### src/jcs_pkg.sv
// ----------------------------------------------------------------------------
// jcs_pkg
// Types and character codes used by the comment stripper.
// ----------------------------------------------------------------------------
package jcs_pkg;

   localparam logic [7:0] CH_NL     = 8'h0A;
   localparam logic [7:0] CH_STAR   = 8'h2A;
   localparam logic [7:0] CH_SLASH  = 8'h2F;
   localparam logic [7:0] CH_QUOTE  = 8'h22;
   localparam logic [7:0] CH_BSLASH = 8'h5C;

   localparam int unsigned QUEUE_DEPTH = 4;
   localparam int unsigned PTR_W       = $clog2(QUEUE_DEPTH);
   localparam int unsigned CNT_W       = $clog2(QUEUE_DEPTH + 1);

   typedef enum logic [3:0] {
      MODE_NORMAL = 4'b0001,
      MODE_STRING = 4'b0010,
      MODE_LINE   = 4'b0100,
      MODE_BLOCK  = 4'b1000
   } lex_mode_type;

   typedef struct packed {
      logic [7:0] out_byte;
      logic       run_last;
   } rsp_word_type;

endpackage

### src/jcs_if.sv
// ----------------------------------------------------------------------------
// jcs_if
// Valid/ready channels of the comment stripper: text in, stripped text out.
// ----------------------------------------------------------------------------
interface jcs_req_if;
   logic       valid;
   logic       ready;
   logic [7:0] in_byte;
   logic       end_of_text;

   modport source (output valid, output in_byte, output end_of_text, input ready);
   modport sink   (input valid, input in_byte, input end_of_text, output ready);
endinterface

interface jcs_rsp_if;
   logic       valid;
   logic       ready;
   logic [7:0] out_byte;
   logic       run_last;

   modport source (output valid, output out_byte, output run_last, input ready);
   modport sink   (input valid, input out_byte, input run_last, output ready);
endinterface

### src/json_comment_stripper.sv
// ----------------------------------------------------------------------------
// json_comment_stripper
// Streams text through, removing line and block comments outside strings.
//
//   channel   dir  word                        notes
//   req_chan  in   in_byte, end_of_text        one text byte
//   rsp_chan  out  out_byte, run_last          0..2 words per input word
//
// One input word per cycle while the queue has room; the lexer update is one
// pass of compares between the input register and a 4-entry result queue.
// An accepted word goes to the input register, and its results then go to the
// result queue. A word that gives two results fills two queue entries; the queue
// takes an input word only while at least two entries are free.
// Reset is synchronous and returns the lexer to normal text, queue empty.
// ----------------------------------------------------------------------------
module json_comment_stripper
   import jcs_pkg::*;
(
   input  logic       clock,
   input  logic       reset,
   jcs_req_if.sink    req_chan,
   jcs_rsp_if.source  rsp_chan
);

   // input register
   logic        s1_valid_ff, s1_valid_in;
   logic [7:0]  s1_byte_ff;
   logic        s1_last_ff;
   logic        advance;
   logic        take;

   // lexer state
   lex_mode_type mode_ff, mode_in;
   logic         escape_ff, escape_in;
   logic         held_ff, held_in;
   logic         star_ff, star_in;

   // emitted words
   logic [1:0]   n_emit;
   rsp_word_type e0, e1;

   // result queue
   rsp_word_type           queue_ff [QUEUE_DEPTH];
   logic [PTR_W-1:0]       wr_ptr_ff, rd_ptr_ff;
   logic [CNT_W-1:0]       count_ff, count_in;
   logic                   pop;

   assign advance         = s1_valid_ff && (count_ff <= CNT_W'(QUEUE_DEPTH - 2));
   assign req_chan.ready  = !s1_valid_ff || advance;
   assign take            = req_chan.valid && req_chan.ready;
   assign s1_valid_in     = take || (s1_valid_ff && !advance);

   always_ff @(posedge clock) begin
      if (reset) begin
         s1_valid_ff <= 1'b0;
      end else begin
         s1_valid_ff <= s1_valid_in;
      end
      if (take) begin
         s1_byte_ff <= req_chan.in_byte;
         s1_last_ff <= req_chan.end_of_text;
      end
   end

   always_comb begin
      logic [7:0] b;
      logic       done;
      b         = s1_byte_ff;
      done      = 1'b0;
      mode_in   = mode_ff;
      escape_in = escape_ff;
      held_in   = held_ff;
      star_in   = star_ff;
      n_emit    = 2'd0;
      e0        = '{out_byte: b, run_last: 1'b0};
      e1        = '{out_byte: b, run_last: 1'b0};

      case (mode_ff)
         MODE_LINE: begin
            if (b == CH_NL) begin
               mode_in = MODE_NORMAL;
               n_emit  = 2'd1;
            end
         end
         MODE_BLOCK: begin
            if (star_ff && b == CH_SLASH) begin
               mode_in = MODE_NORMAL;
               star_in = 1'b0;
            end else begin
               star_in = (b == CH_STAR);
               if (b == CH_NL) begin
                  n_emit = 2'd1;
               end
            end
         end
         MODE_STRING: begin
            n_emit = 2'd1;
            if (escape_ff) begin
               escape_in = 1'b0;
            end else if (b == CH_BSLASH) begin
               escape_in = 1'b1;
            end else if (b == CH_QUOTE) begin
               mode_in = MODE_NORMAL;
            end
         end
         default: begin
            if (held_ff) begin
               held_in = 1'b0;
               if (b == CH_SLASH) begin
                  mode_in = MODE_LINE;
                  done    = 1'b1;
               end else if (b == CH_STAR) begin
                  mode_in = MODE_BLOCK;
                  star_in = 1'b0;
                  done    = 1'b1;
               end else begin
                  e0.out_byte = CH_SLASH;
                  n_emit      = 2'd1;
               end
            end
            if (!done) begin
               if (b == CH_SLASH) begin
                  held_in = 1'b1;
               end else begin
                  if (b == CH_QUOTE) begin
                     mode_in   = MODE_STRING;
                     escape_in = 1'b0;
                  end
                  if (n_emit == 2'd0) begin
                     e0.out_byte = b;
                  end else begin
                     e1.out_byte = b;
                  end
                  n_emit = n_emit + 2'd1;
               end
            end
         end
      endcase

      if (s1_last_ff) begin
         if (held_in) begin
            if (n_emit == 2'd0) begin
               e0.out_byte = CH_SLASH;
            end else begin
               e1.out_byte = CH_SLASH;
            end
            n_emit = n_emit + 2'd1;
         end
         mode_in   = MODE_NORMAL;
         escape_in = 1'b0;
         held_in   = 1'b0;
         star_in   = 1'b0;
      end

      if (n_emit == 2'd1) begin
         e0.run_last = 1'b1;
      end
      if (n_emit == 2'd2) begin
         e1.run_last = 1'b1;
      end
   end

   always_ff @(posedge clock) begin
      if (reset) begin
         mode_ff   <= MODE_NORMAL;
         escape_ff <= 1'b0;
         held_ff   <= 1'b0;
         star_ff   <= 1'b0;
      end else if (advance) begin
         mode_ff   <= mode_in;
         escape_ff <= escape_in;
         held_ff   <= held_in;
         star_ff   <= star_in;
      end
   end

   // result queue
   assign pop               = rsp_chan.valid && rsp_chan.ready;
   assign rsp_chan.valid    = (count_ff != '0);
   assign rsp_chan.out_byte = queue_ff[rd_ptr_ff].out_byte;
   assign rsp_chan.run_last = queue_ff[rd_ptr_ff].run_last;

   always_comb begin
      logic [1:0] n_push;
      n_push   = advance ? n_emit : 2'd0;
      count_in = count_ff - CNT_W'(pop) + CNT_W'(n_push);
   end

   always_ff @(posedge clock) begin
      if (reset) begin
         wr_ptr_ff <= '0;
         rd_ptr_ff <= '0;
         count_ff  <= '0;
      end else begin
         count_ff <= count_in;
         if (pop) begin
            rd_ptr_ff <= rd_ptr_ff + PTR_W'(1);
         end
         if (advance) begin
            wr_ptr_ff <= wr_ptr_ff + PTR_W'(n_emit);
         end
      end
      if (advance && n_emit != 2'd0) begin
         queue_ff[wr_ptr_ff] <= e0;
      end
      if (advance && n_emit == 2'd2) begin
         queue_ff[wr_ptr_ff + PTR_W'(1)] <= e1;
      end
   end

   a_count_bound: assert property (@(posedge clock) disable iff (reset)
      count_ff <= CNT_W'(QUEUE_DEPTH))
      else $error("result queue overflow");

   a_reset_empty: assert property (@(posedge clock)
      reset |=> (count_ff == '0) && !s1_valid_ff)
      else $error("queue not empty after reset");

   a_held_normal: assert property (@(posedge clock) disable iff (reset)
      held_ff |-> (mode_ff == MODE_NORMAL))
      else $error("slash held outside normal text");

   a_star_block: assert property (@(posedge clock) disable iff (reset)
      star_ff |-> (mode_ff == MODE_BLOCK))
      else $error("star flag outside block comment");

   a_escape_string: assert property (@(posedge clock) disable iff (reset)
      escape_ff |-> (mode_ff == MODE_STRING))
      else $error("escape pending outside string");

endmodule
### src/flat_wrapper.sv
// flat-port wrapper written by rule: the top's interface ports become plain ports
module json_comment_stripper_flat import jcs_pkg::*;
  (clock, reset, req_chan_valid, req_chan_in_byte, req_chan_end_of_text, req_chan_ready, rsp_chan_valid, rsp_chan_out_byte, rsp_chan_run_last, rsp_chan_ready);
  jcs_req_if req_chan_i ();
  jcs_rsp_if rsp_chan_i ();
  input  logic clock;
  input  logic reset;
  input wire logic [$bits(req_chan_i.valid)-1:0] req_chan_valid;
  input wire logic [$bits(req_chan_i.in_byte)-1:0] req_chan_in_byte;
  input wire logic [$bits(req_chan_i.end_of_text)-1:0] req_chan_end_of_text;
  output wire logic [$bits(req_chan_i.ready)-1:0] req_chan_ready;
  output wire logic [$bits(rsp_chan_i.valid)-1:0] rsp_chan_valid;
  output wire logic [$bits(rsp_chan_i.out_byte)-1:0] rsp_chan_out_byte;
  output wire logic [$bits(rsp_chan_i.run_last)-1:0] rsp_chan_run_last;
  input wire logic [$bits(rsp_chan_i.ready)-1:0] rsp_chan_ready;
  assign req_chan_i.valid = req_chan_valid;
  assign req_chan_i.in_byte = req_chan_in_byte;
  assign req_chan_i.end_of_text = req_chan_end_of_text;
  assign req_chan_ready = req_chan_i.ready;
  assign rsp_chan_valid = rsp_chan_i.valid;
  assign rsp_chan_out_byte = rsp_chan_i.out_byte;
  assign rsp_chan_run_last = rsp_chan_i.run_last;
  assign rsp_chan_i.ready = rsp_chan_ready;
  json_comment_stripper u_core (.clock(clock), .reset(reset), .req_chan(req_chan_i), .rsp_chan(rsp_chan_i));
endmodule
### config.mk
export PLATFORM = sky130hd
export DESIGN_NAME = json_comment_stripper_flat
export DESIGN_NICKNAME = d
export VERILOG_FILES = /design/src/jcs_pkg.sv /design/src/jcs_if.sv /design/src/json_comment_stripper.sv /design/src/flat_wrapper.sv
export SDC_FILE = /design/constraint.sdc
export NUM_CORES = 1
export LEC_CHECK = 0
export ABC_AREA = 0
export BUFFER_PORTS_ARGS = -buffer_cell sky130_fd_sc_hd__buf_2
export CAP_MARGIN = 10
export CORE_ASPECT_RATIO = 1.5
export CORE_MARGIN = 2
export CORE_UTILIZATION = 60
export CTS_CLUSTER_SIZE = 8
export DETAILED_ROUTE_END_ITERATION = 8
export GPL_ROUTABILITY_DRIVEN = 0
export GPL_TIMING_DRIVEN = 1
export PLACE_DENSITY = 0.79
export SLEW_MARGIN = 40
export SYNTH_ARGS = -nofsm -noshare
export SYNTH_HDL_FRONTEND = slang
export SYNTH_SLANG_ARGS = --single-unit
### constraint.sdc
create_clock -name clock -period 5.35 [get_ports clock]
set_input_delay 0.2675 -clock clock [delete_from_list [all_inputs] [get_ports clock]]
set_output_delay 0.2675 -clock clock [all_outputs]
set_load 0.03 [all_outputs]
Word-level counts from Yosys, hierarchy flattened:

Memories as Yosys holds them, arrays and structs flattened. A register that Yosys moved wholly into a read port is not among the register bits.
Index checks and enable logic that the tools add are counted.

* bits in registers: 24
* RAM bits: 36
* input port bits: 13
* logic and storage cells: 130
* memories kept: 1

* add/sub/neg operators: 7
* $lt $le $gt $ge: 1
* eq/ne operators: 20
* muxes and demuxes: 67
* reduce and logical (&&, ||, !) cells: 24

Memory list
* u_core.queue_ff: words 4, width 9, rd ports 1, clocked after Yosys merged registers in 1, write ports 2, line json_comment_stripper.sv:43 `rsp_word_type queue_ff [QUEUE_DEPTH];`

Operators by type and width (count)
* 2-to-1 mux 8 bit: 13
* 2-to-1 mux 4 bit: 12
* 2-to-1 mux 1 bit: 27
* == test 8 x 6 -> 1 bit, second input constant: 3
* 2-to-1 mux 2 bit: 11
* != test 3 x 2 -> 1 bit, second input constant: 5
* case mux 4 bit (3 select lines): 1
* nonzero test 3 bit: 4
* AND reduction 5 bit: 2
* != test 3 x 1 -> 1 bit, second input constant: 3
* adder 2 x 1 -> 2 bit, second input constant: 4
* == test 8 x 4 -> 1 bit, second input constant: 1
* == test 8 x 7 -> 1 bit, second input constant: 1
* logical AND 1 bit: 7
* case mux 2 bit (3 select lines): 1
* AND reduction 6 bit: 1
* == test 4 x 2 -> 1 bit, second input constant: 1
* == test 4 x 3 -> 1 bit, second input constant: 1
* == test 4 bit, second input constant: 1
* zero test 2 bit: 2
* != test 2 x 1 -> 1 bit, second input constant: 2
* case mux 1 bit (2 select lines): 2
* OR reduction 2 bit: 2
* adder 3 x 2 -> 3 bit: 1
* 9 further kinds: 11

Logic depth before layout (Yosys ltp):

Gate-level depths: netlist of run 1.

* word-level depth: 16
* gate-level depth with buffers: 18

Worst setup path after synthesis of run 1:

No wires, ideal clock.

* path type: register -> register
* from: reg u_core.s1_byte_ff[4]
* to: reg u_core.count_ff[2]
* data arrival time: 3624 ps
* setup slack: 1599 ps
* cell stages (with the launch flop): 18
* path buffers: 2
* cells stage by stage: edfxtp_1 > or4b_1 > buf_2 > nor2_1 > o311a_2 > ha_1 > nand4_1 > nor4_1 > o31ai_4 > nand2_2 > buf_6 > nand2_1 > ha_1 > inv_1 > fa_1 > xor2_1 > xnor2_1 > nor2_1

* longest elaborated chain between the ends: 14
* elaborated cells between the ends (all ways): 26
* those cells by class: add/sub: 3; eq/ne: 3; mux: 19; reduce/logical: 1

Ends and longest elaborated chain
* start, declared: line json_comment_stripper.sv:27 `logic [7:0] s1_byte_ff;`
* start signal, assigned: line json_comment_stripper.sv:60 `s1_byte_ff <= req_chan.in_byte;`
* == test 8 x 6 -> 1 bit: line json_comment_stripper.sv:112 `end else if (b == CH_STAR) begin`
* 2-to-1 mux 1 bit: line json_comment_stripper.sv:112
* 2-to-1 mux 2 bit: line json_comment_stripper.sv:109 `if (b == CH_SLASH) begin`
* 2-to-1 mux 2 bit: line json_comment_stripper.sv:107 `if (held_ff) begin`
* 2-to-1 mux 2 bit: line json_comment_stripper.sv:78 `case (mode_ff)`
* adder 2 x 1 -> 2 bit: line json_comment_stripper.sv:134 `n_emit = n_emit + 2'd1;`
* 2-to-1 mux 2 bit: line json_comment_stripper.sv:122 `if (b == CH_SLASH) begin`
* 2-to-1 mux 2 bit: line json_comment_stripper.sv:121 `if (!done) begin`
* case mux 2 bit (3 select lines): line json_comment_stripper.sv:78
* adder 2 x 1 -> 2 bit: line json_comment_stripper.sv:147 `n_emit = n_emit + 2'd1;`
* 2-to-1 mux 2 bit: line json_comment_stripper.sv:141 `if (held_in) begin`
* 2-to-1 mux 2 bit (*): line json_comment_stripper.sv:140 `if (s1_last_ff) begin`
* 2-to-1 mux 2 bit (*): line json_comment_stripper.sv:185 `n_push = advance ? n_emit : 2'd0;`
* adder 3 x 2 -> 3 bit (*): line json_comment_stripper.sv:186 `count_in = count_ff - CNT_W'(pop) + CNT_W'(n_push);`
* end signal, assigned: line json_comment_stripper.sv:195 `count_ff <= count_in;`
* end, declared: line json_comment_stripper.sv:45 `logic [CNT_W-1:0] count_ff, count_in;`

Mark *: on every way between the ends. The rest lies on a longest branch, timed or not. The select of a mux whose other input is x is not followed.
A chain may end at the register's enable or synchronous reset.

Worst setup path after layout of run 1:

Ends and elaborated chain as after synthesis.

==> metrics.md, run 1 <==
| Metric | Value |
|---|---|
| Worst R2R Start | u_core.s1_byte_ff[4] |
| Routed Antenna Nets | 0 |
| PostCTS Resize Cnt | 0 |
| Most frequent cells in the layout | edfxtp_1 (45), buf_2 (23), nor2_1 (20), nand2_1 (19), dfxtp_1 (17) |
| GRT Util Overall | 0.248 |
| Port Buffers | 23 |
| CTS Hold Bufs | 0 |
| Vias | 2387 |
| Post-Syn Area per Cell | 11.3 um2 |
| I/O pins | 24 |
| Die width | 64.8 um |
| Remaining DRCs | 0 |
| Prevailing post-synth register cell | edfxtp_1 |
| Max VDD drop | 312 uV |
| Clock buffer depth | 2 |
| Core area | approximately 5400 um2 |
| Root Buffer Master | clkbuf_8 |
| Reg clk slew, reported paths | 70 ps |
| Drt wl/cell | approximately 18 um |
| Hold path depth | 1 |
| Initial DRC Count | 113 |
| Xor and xnor area share after synthesis | 0.0181 |
| Fin crit share | 0.775 |
| Sequential share of the synthesized area | 0.509 |
| Post-synth EDFFs | 45 |
| Max-Cap Viols | 0 |
| Crit Path Class | reg -> reg |
| Non-filler cells, final | 389 |
| Worst-margin pin slew | 768 ps |
| Antenna diode count | 0 |
| RSZ-0062 raised after global routing | no |
| Fin util | 0.684 |
| Pre-antenna DRT Iters | 4 |
| Multiplexer share of the synthesized area | 0.100 |
| Slew Limit Fails | 0 |
| Initial antenna violation count | 0 |
| DP Area | approximately 3500 um2 |
| Reg2Reg Capture Point | u_core.count_ff[2] |
| Critical Path Source Type | register |
| Most common cell after layout, fill and taps aside | edfxtp_1 |
| Final instance area | about 3700 um2 |
| Hold Path Class | in -> reg |
| Post-CTS Setup Bufs | 0 |
| Grt ovf | 0 |
| Synth Area in Adders | 0.0248 |
| Synth warnings | 0 |
| Fmax | around 0.24 GHz |
| DP Cell Count | 373 |
| Compound-Gate Fraction of Synth Area | 0.0854 |
| P&R area growth vs syn | 11.2% |
| FP Rows | 33 |
| Place WS | between 1000 and 1500 ps |
| Fin worst setup slack | approximately 1200 ps |
| Worst-path maximum fanout | 14 |
| FF+latch count, synth | 62 |
| R2R Setup Slk | 1210 ps |
| Cts bufs inserted | 9 |
| Die area | around 6200 um2 |
| Post-route minimum period | between 4000 and 5000 ps |
| Leakage power | approximately 1.3 nW |
| Largest net degree at the start of global routing | 18 |
| Starting Density | 0.615 |
| Largest family of logic cells by synthesized area | simple AND/OR/NAND/NOR gates |
| Headroom to the max-slew limit | 0.475 |
| Layout cells sized above 1 | 0.185 |
| Syn Std Cell Area | 3330 um2 |
| Arr. time, crit path | ~4400 ps |
| Total wire length | 6830 um |
| Status | finished, final reports clean |
| DP Wirelength | 5150 um |
| Setup_tns | 0 ps |
| Pwr/cell area | 368 nW/um2 |
| CTS tree | built |
| Yosys cell types | 55 |
| Final setup viols | 0 |
| Routed vias/inst | slightly above 6 |
| WHS Endpoint | u_core.s1_last_ff |
| # H-tree levels | 3 |
| Hold Violations, Final | 0 |
| Die Span Y | 95.2 um |
| Worst Path Required | around 5600 ps |
| CP Capture Type | register |
| Net count after synthesis | 314 |
| Clk sinks | 62 |
| Ys async rst share | 0 |
| First-pass GRT wire length | 11200 um |
| Syn Inst Count | 295 |
| Synth Area in Simple Gates | 0.229 |
| Net count, final | 333 |
| HP Start | req_chan_end_of_text |
| R2R cell count | 15 |
| Setup Skew | about 8 ps |
| Clk Latency, worst-skew pair | 330 ps |
| Vias in the first global route | around 2300 |
power breakdown:
part | internal (mW) | switching (mW)
logic | 0.127 | 0.163
registers | 0.559 | 0.0487
clock network | 0.286 | 0.176
stage by stage:
step / hold slack, ps / total power, mW
4_1_cts: 89.6 / 1.37
5_1_grt: 96.1 / 1.42
3_5_place_dp: 446 / 0.910
2_1_floorplan: 366 / 0.839
3_3_place_gp: 446 / 0.901
6_report: 103 / 1.36
per-layer routing:
layer	up-vias	part of all wire	global-route usage
li1	1154	-	-
met2	59	0.57	0.448
met1	1156	0.37	0.275
met5	-	0	0
met4	0	0.030	0.128
met3	18	0.031	0.0460
worst max path at each step:
stage	from	end	slack (ps)	cells after the start
detailed placement	u_core.s1_byte_ff[4]	u_core.count_ff[2]	1270	15
CTS	u_core.s1_byte_ff[4]	u_core.count_ff[2]	1220	15
global placement	u_core.s1_byte_ff[4]	u_core.count_ff[2]	1430	15
finish	u_core.s1_byte_ff[4]	u_core.count_ff[2]	1210	15
global route	u_core.s1_byte_ff[4]	u_core.count_ff[2]	860	16
floorplan	u_core.s1_byte_ff[4]	u_core.count_ff[2]	1600	17
flip-flops by register name, summed over array words and instances, names as in the netlist, 2 cells and up, named ones only:
signal	cells
u_core.s1_byte_ff	8
u_core.queue_ff	36
u_core.rd_ptr_ff	2
u_core.mode_ff	4
u_core.wr_ptr_ff	2
u_core.count_ff	3
worst max-delay path, stage by stage (launching register included):
cell	delay, ps
edfxtp_1	480
or4b_1	690
nor2_1	270
o311a_2	260
ha_1	180
nand4_1	100
nor4_1	420
o31ai_4	150
nand2_2	250
nand2_1	90
ha_1	280
inv_1	50
fa_1	430
xor2_1	190
xnor2_1	140
nor2_1	50
cell type report:
class,instances,area (um2)
clock buffer,12,155
clock inverter,4,70.1
fill,401,1710
inverter,11,41.3
multi-input combinational,206,1530
sequential,62,1690
tap,70,87.6
timing repair buffer,24,123
cells by family after synthesis:
kind of cell	after synthesis
buf+inv	27
fa+ha+maj	6
compound gates	40
simple gates	132
flops	62
xor+xnor	6
mux	22
synth_stat cells, types with 2 or more instances:
cell / instances / area [um2]
nor2_1: 23 / 86.3
nand2b_1: 5 / 31.3
mux4_2: 9 / 203
mux2i_1: 12 / 120
nor3_1: 5 / 25.0
nand2_1: 19 / 71.3
and4_1: 2 / 17.5
clkbuf_1: 12 / 45.0
a211oi_1: 5 / 37.5
xor2_1: 3 / 26.3
a21oi_1: 11 / 55.1
nand4_1: 7 / 43.8
edfxtp_1: 45 / 1350
and2_1: 11 / 68.8
nor2b_1: 6 / 37.5
and3_1: 7 / 43.8
inv_1: 11 / 41.3
ha_1: 5 / 62.6
nand3_1: 6 / 30.0
a31oi_1: 4 / 25.0
o21ai_0: 5 / 25.0
xnor2_1: 2 / 17.5
or4_1: 2 / 15.0
nor4_1: 4 / 25.0
nor4b_1: 3 / 26.3
buf_2: 2 / 10.0
dfxtp_1: 17 / 340
nor3b_1: 10 / 75.1
or3_1: 16 / 100
Power figures use the tool's default switching activity.
==> run 2, diff against run 1 <==
--- a/config.mk
+++ b/config.mk
@@ -5,7 +5,7 @@
 export SDC_FILE = /design/constraint.sdc
 export NUM_CORES = 1
 export LEC_CHECK = 0
-export ABC_AREA = 0
+export ABC_AREA = 1
 export BUFFER_PORTS_ARGS = -buffer_cell sky130_fd_sc_hd__buf_2
 export CAP_MARGIN = 10
 export CORE_ASPECT_RATIO = 1.5
==> constraint.sdc (replaced) <==
create_clock -name clock -period 4.01 [get_ports clock]
set_input_delay 0.2005 -clock clock [delete_from_list [all_inputs] [get_ports clock]]
set_output_delay 0.2005 -clock clock [all_outputs]
set_load 0.03 [all_outputs]
==> run 2 against run 1 <==
Net effect:
- highest routed layer unchanged
- global-route usage grew 0.34 points
- cell area grew 1.6%
- die area grew 2.0%
==> metrics.md, run 2 <==
| Metric | Value |
|---|---|
| Status | finished, final reports clean |
| Synth area leader | edfxtp_1 |
| Most common cell after layout, fill and taps aside | nand2_1 |
| Drt wl/cell | around 14 um |
| Die width | 65.4 um |
| Met3 wire len | between 200 and 300 um |
| FP Rows | 33 |
| Clock buffer depth | 2 |
| Prevailing post-synth register cell | edfxtp_1 |
| Root Buffer Master | clkbuf_8 |
| Starting Density | 0.623 |
| Remaining DRCs | 0 |
| Setup_tns | 0 ps |
| Fin crit share | 0.782 |
| Total wire length | approximately 7000 um |
| Pre-antenna DRT Iters | 5 |
| GRT Util Overall | 0.251 |
| I/O pins | 24 |
| Place WS | 913 ps |
| Reg clk slew, reported paths | roughly 60 ps |
| Grt ovf | 0 |
| Hold Path Class | in -> reg |
| R2R Setup Slk | around 870 ps |
| Largest reg by FF count | u_core.queue_ff |
| Worst Path Required | 4000 ps |
| Yosys cell types | 34 |
| Slew Limit Fails | 0 |
| RSZ-0062 raised after global routing | no |
| Layout cells sized above 1 | 0.136 |
| Net count, final | about 460 |
| Antenna diode count | 0 |
| CP Capture Type | register |
| Top post-synthesis cells by count | nand2_1 (121), nand3_1 (47), edfxtp_1 (45) |
| Post-CTS Setup Bufs | 0 |
| Register area | 1690 um2 |
| Reg2Reg Capture Point | u_core.queue_ff[0][0] |
| Port Buffers | 23 |
| Initial antenna violation count | 0 |
| Sequential share of the synthesized area | 0.498 |
| Met2 wire length | between 4000 and 5000 um |
| Max-Cap Viols | 0 |
| CTS Hold Bufs | 0 |
| Max reg flops | 36 |
| Vias in the first global route | ~2700 |
| Net Sw Power | around 680 uW |
| Clk Latency, worst-skew pair | 350 ps |
| Max VDD drop | 475 uV |
| Final setup viols | 0 |
| # H-tree levels | 3 |
| Fillers | 491 |
| Multi-input combinational cell area | around 1500 um2 |
| Pwr/cell area | 508 nW/um2 |
| Post-Syn Area per Cell | 8.13 um2 |
| Biggest regs | u_core.queue_ff x36, u_core.s1_byte_ff x8, u_core.mode_ff x4 |
| Synth warnings | 0 |
| Worst-case hold slack | 32.6 ps |
| P&R area growth vs syn | 10.6% |
| Clk pwr share | 0.279 |
| Ranking of synthesized cells by area | edfxtp_1 (40%), nand2_1 (13%), dfxtp_1 (10%) |
| Hold Violations, Final | 0 |
| Net count after synthesis | 437 |
| HP Start | req_chan_in_byte[7] |
| Fin worst setup slack | 875 ps |
| WHS Endpoint | u_core.s1_byte_ff[7] |
| Count leader, synth | nand2_1 |
| Clk sinks | 62 |
| Vias | 2877 |
| Post-synth EDFFs | 45 |
| Headroom to the max-slew limit | 0.519 |
| Highest Signal Layer | met4 |
| Worst R2R Start | u_core.s1_byte_ff[0] |
| Crit Path Class | reg -> reg |
| Cts bufs inserted | 9 |
| Pint | about 1.2 mW |
| Arr. time, crit path | 3130 ps |
| Leakage power | approximately 1.7 nW |
| Power share of the combinational group | 0.290 |
| First-pass GRT wire length | 11900 um |
| CTS tree | built |
| Worst-margin pin slew | 719 ps |
| Hold path depth | 1 |
| Setup Skew | 8.98 ps |
| Worst-path maximum fanout | 36 |
| Initial DRC Count | 122 |
| Power consumption | 1.91 mW |
| Routed Antenna Nets | 0 |
| Largest net degree at the start of global routing | 37 |
| Syn Std Cell Area | roughly 3400 um2 |
| Critical Path Source Type | register |
| Sw frac | 0.354 |
| Routed vias/inst | 5.53 |
| DP Wirelength | 5610 um |
| Ys async rst share | 0 |
| M1 wire length | ~2600 um |
| PostCTS Resize Cnt | 0 |
| Post-route minimum period | 3140 ps |
| CP startpoint | u_core.s1_byte_ff[0] |
| R2R cell count | 13 |
| Flop pwr share | 0.431 |
| Die area | roughly 6300 um2 |
| Syn Inst Count | 418 |
| Yosys top cell area share | 0.398 |
| FF+latch count, synth | 62 |
| Fmax | 0.319 GHz |
| Core area | 5450 um2 |
| Most frequent cells in the layout | nand2_1 (121), nand3_1 (47), edfxtp_1 (45), nor2_1 (44), inv_1 (38) |
| Die Span Y | 96.2 um |
[run 2: cell count changes after synthesis, moves of 9 or more]
| cell | before | now |
|---|---|---|
| clkbuf_1 | 12 | 3 |
| nor2_1 | 23 | 44 |
| mux4_2 | 9 | 0 |
| o21ai_0 | 5 | 29 |
| mux2i_1 | 12 | 0 |
| inv_1 | 11 | 38 |
| or3_1 | 16 | 0 |
| nor3b_1 | 10 | 0 |
| nand2_1 | 19 | 121 |
| o22ai_1 | 0 | 9 |
| nand3_1 | 6 | 47 |
| and2_1 | 11 | 0 |
[run 2: final cells by class]
cell class / count / area share
clock inverters: 4 / 0.0127
clock buffers: 12 / 0.0386
well taps: 70 / 0.0233
inverters: 43 / 0.0430
flip-flops and latches: 62 / 0.450
multi-input cells: 306 / 0.402
repair buffers: 23 / 0.0306
[run 2: through the flow]
| stage | instances | cell area [um2] | utilization |
|---|---|---|---|
| after floorplan | 418 | 3400 | - |
| after global placement | 504 | 3560 | 0.653 |
| after detailed placement | 504 | 3560 | 0.653 |
| after CTS | 520 | 3750 | 0.689 |
| after global routing | 520 | 3760 | 0.689 |
| final | 520 | 3760 | 0.689 |
[run 2: logic make-up (layout without fill, tap and decap cells)]
| kind of cell | Yosys count | count (layout) | share of synthesized area |
|---|---|---|---|
| fa+ha+maj | 6 | 6 | 0.0243 |
| buf+inv | 50 | 82 | 0.0589 |
| simple gates | 241 | 241 | 0.319 |
| flops | 62 | 62 | 0.498 |
| compound gates | 56 | 56 | 0.0866 |
| xor+xnor | 3 | 3 | 0.0133 |
[run 2: power groups by stage]
stage	sequential, mW	combinational [mW]	clock [mW]
floorplan	0.809	0.428	0
global placement	0.833	0.541	0
detailed placement	0.836	0.550	0
CTS	0.822	0.555	0.537
global route	0.830	0.625	0.555
finish	0.823	0.554	0.533
[run 2: layer usage]
layer | vias up | GRT usage
met5 | - | 0
met2 | 92 | 0.487
met4 | 0 | 0.137
met1 | 1311 | 0.247
li1 | 1448 | -
met3 | 26 | 0.0433
[run 2: worst max-delay path: stages (launching register included)]
cell      delay [ps]
edfxtp_1         440
inv_2             80
nand2_1           60
nor3_1           190
nand2_1          130
nand3_1          130
nand2_4           90
ha_1             310
nand4_2          130
nand2_2          120
nand2_4           80
nor2_8           390
nand2_2          230
nand2_1          410
[run 2: worst max path at each step]
stage / end / slack, ps / cells past startpoint
after global routing: u_core.queue_ff[0][0] / 580 / 13
after detailed placement: u_core.queue_ff[0][6] / 910 / 13
after global placement: u_core.queue_ff[3][6] / 1000 / 13
final: u_core.queue_ff[0][0] / 870 / 13
after CTS: u_core.queue_ff[0][0] / 900 / 13
after floorplan: u_core.count_ff[2] / 1230 / 16
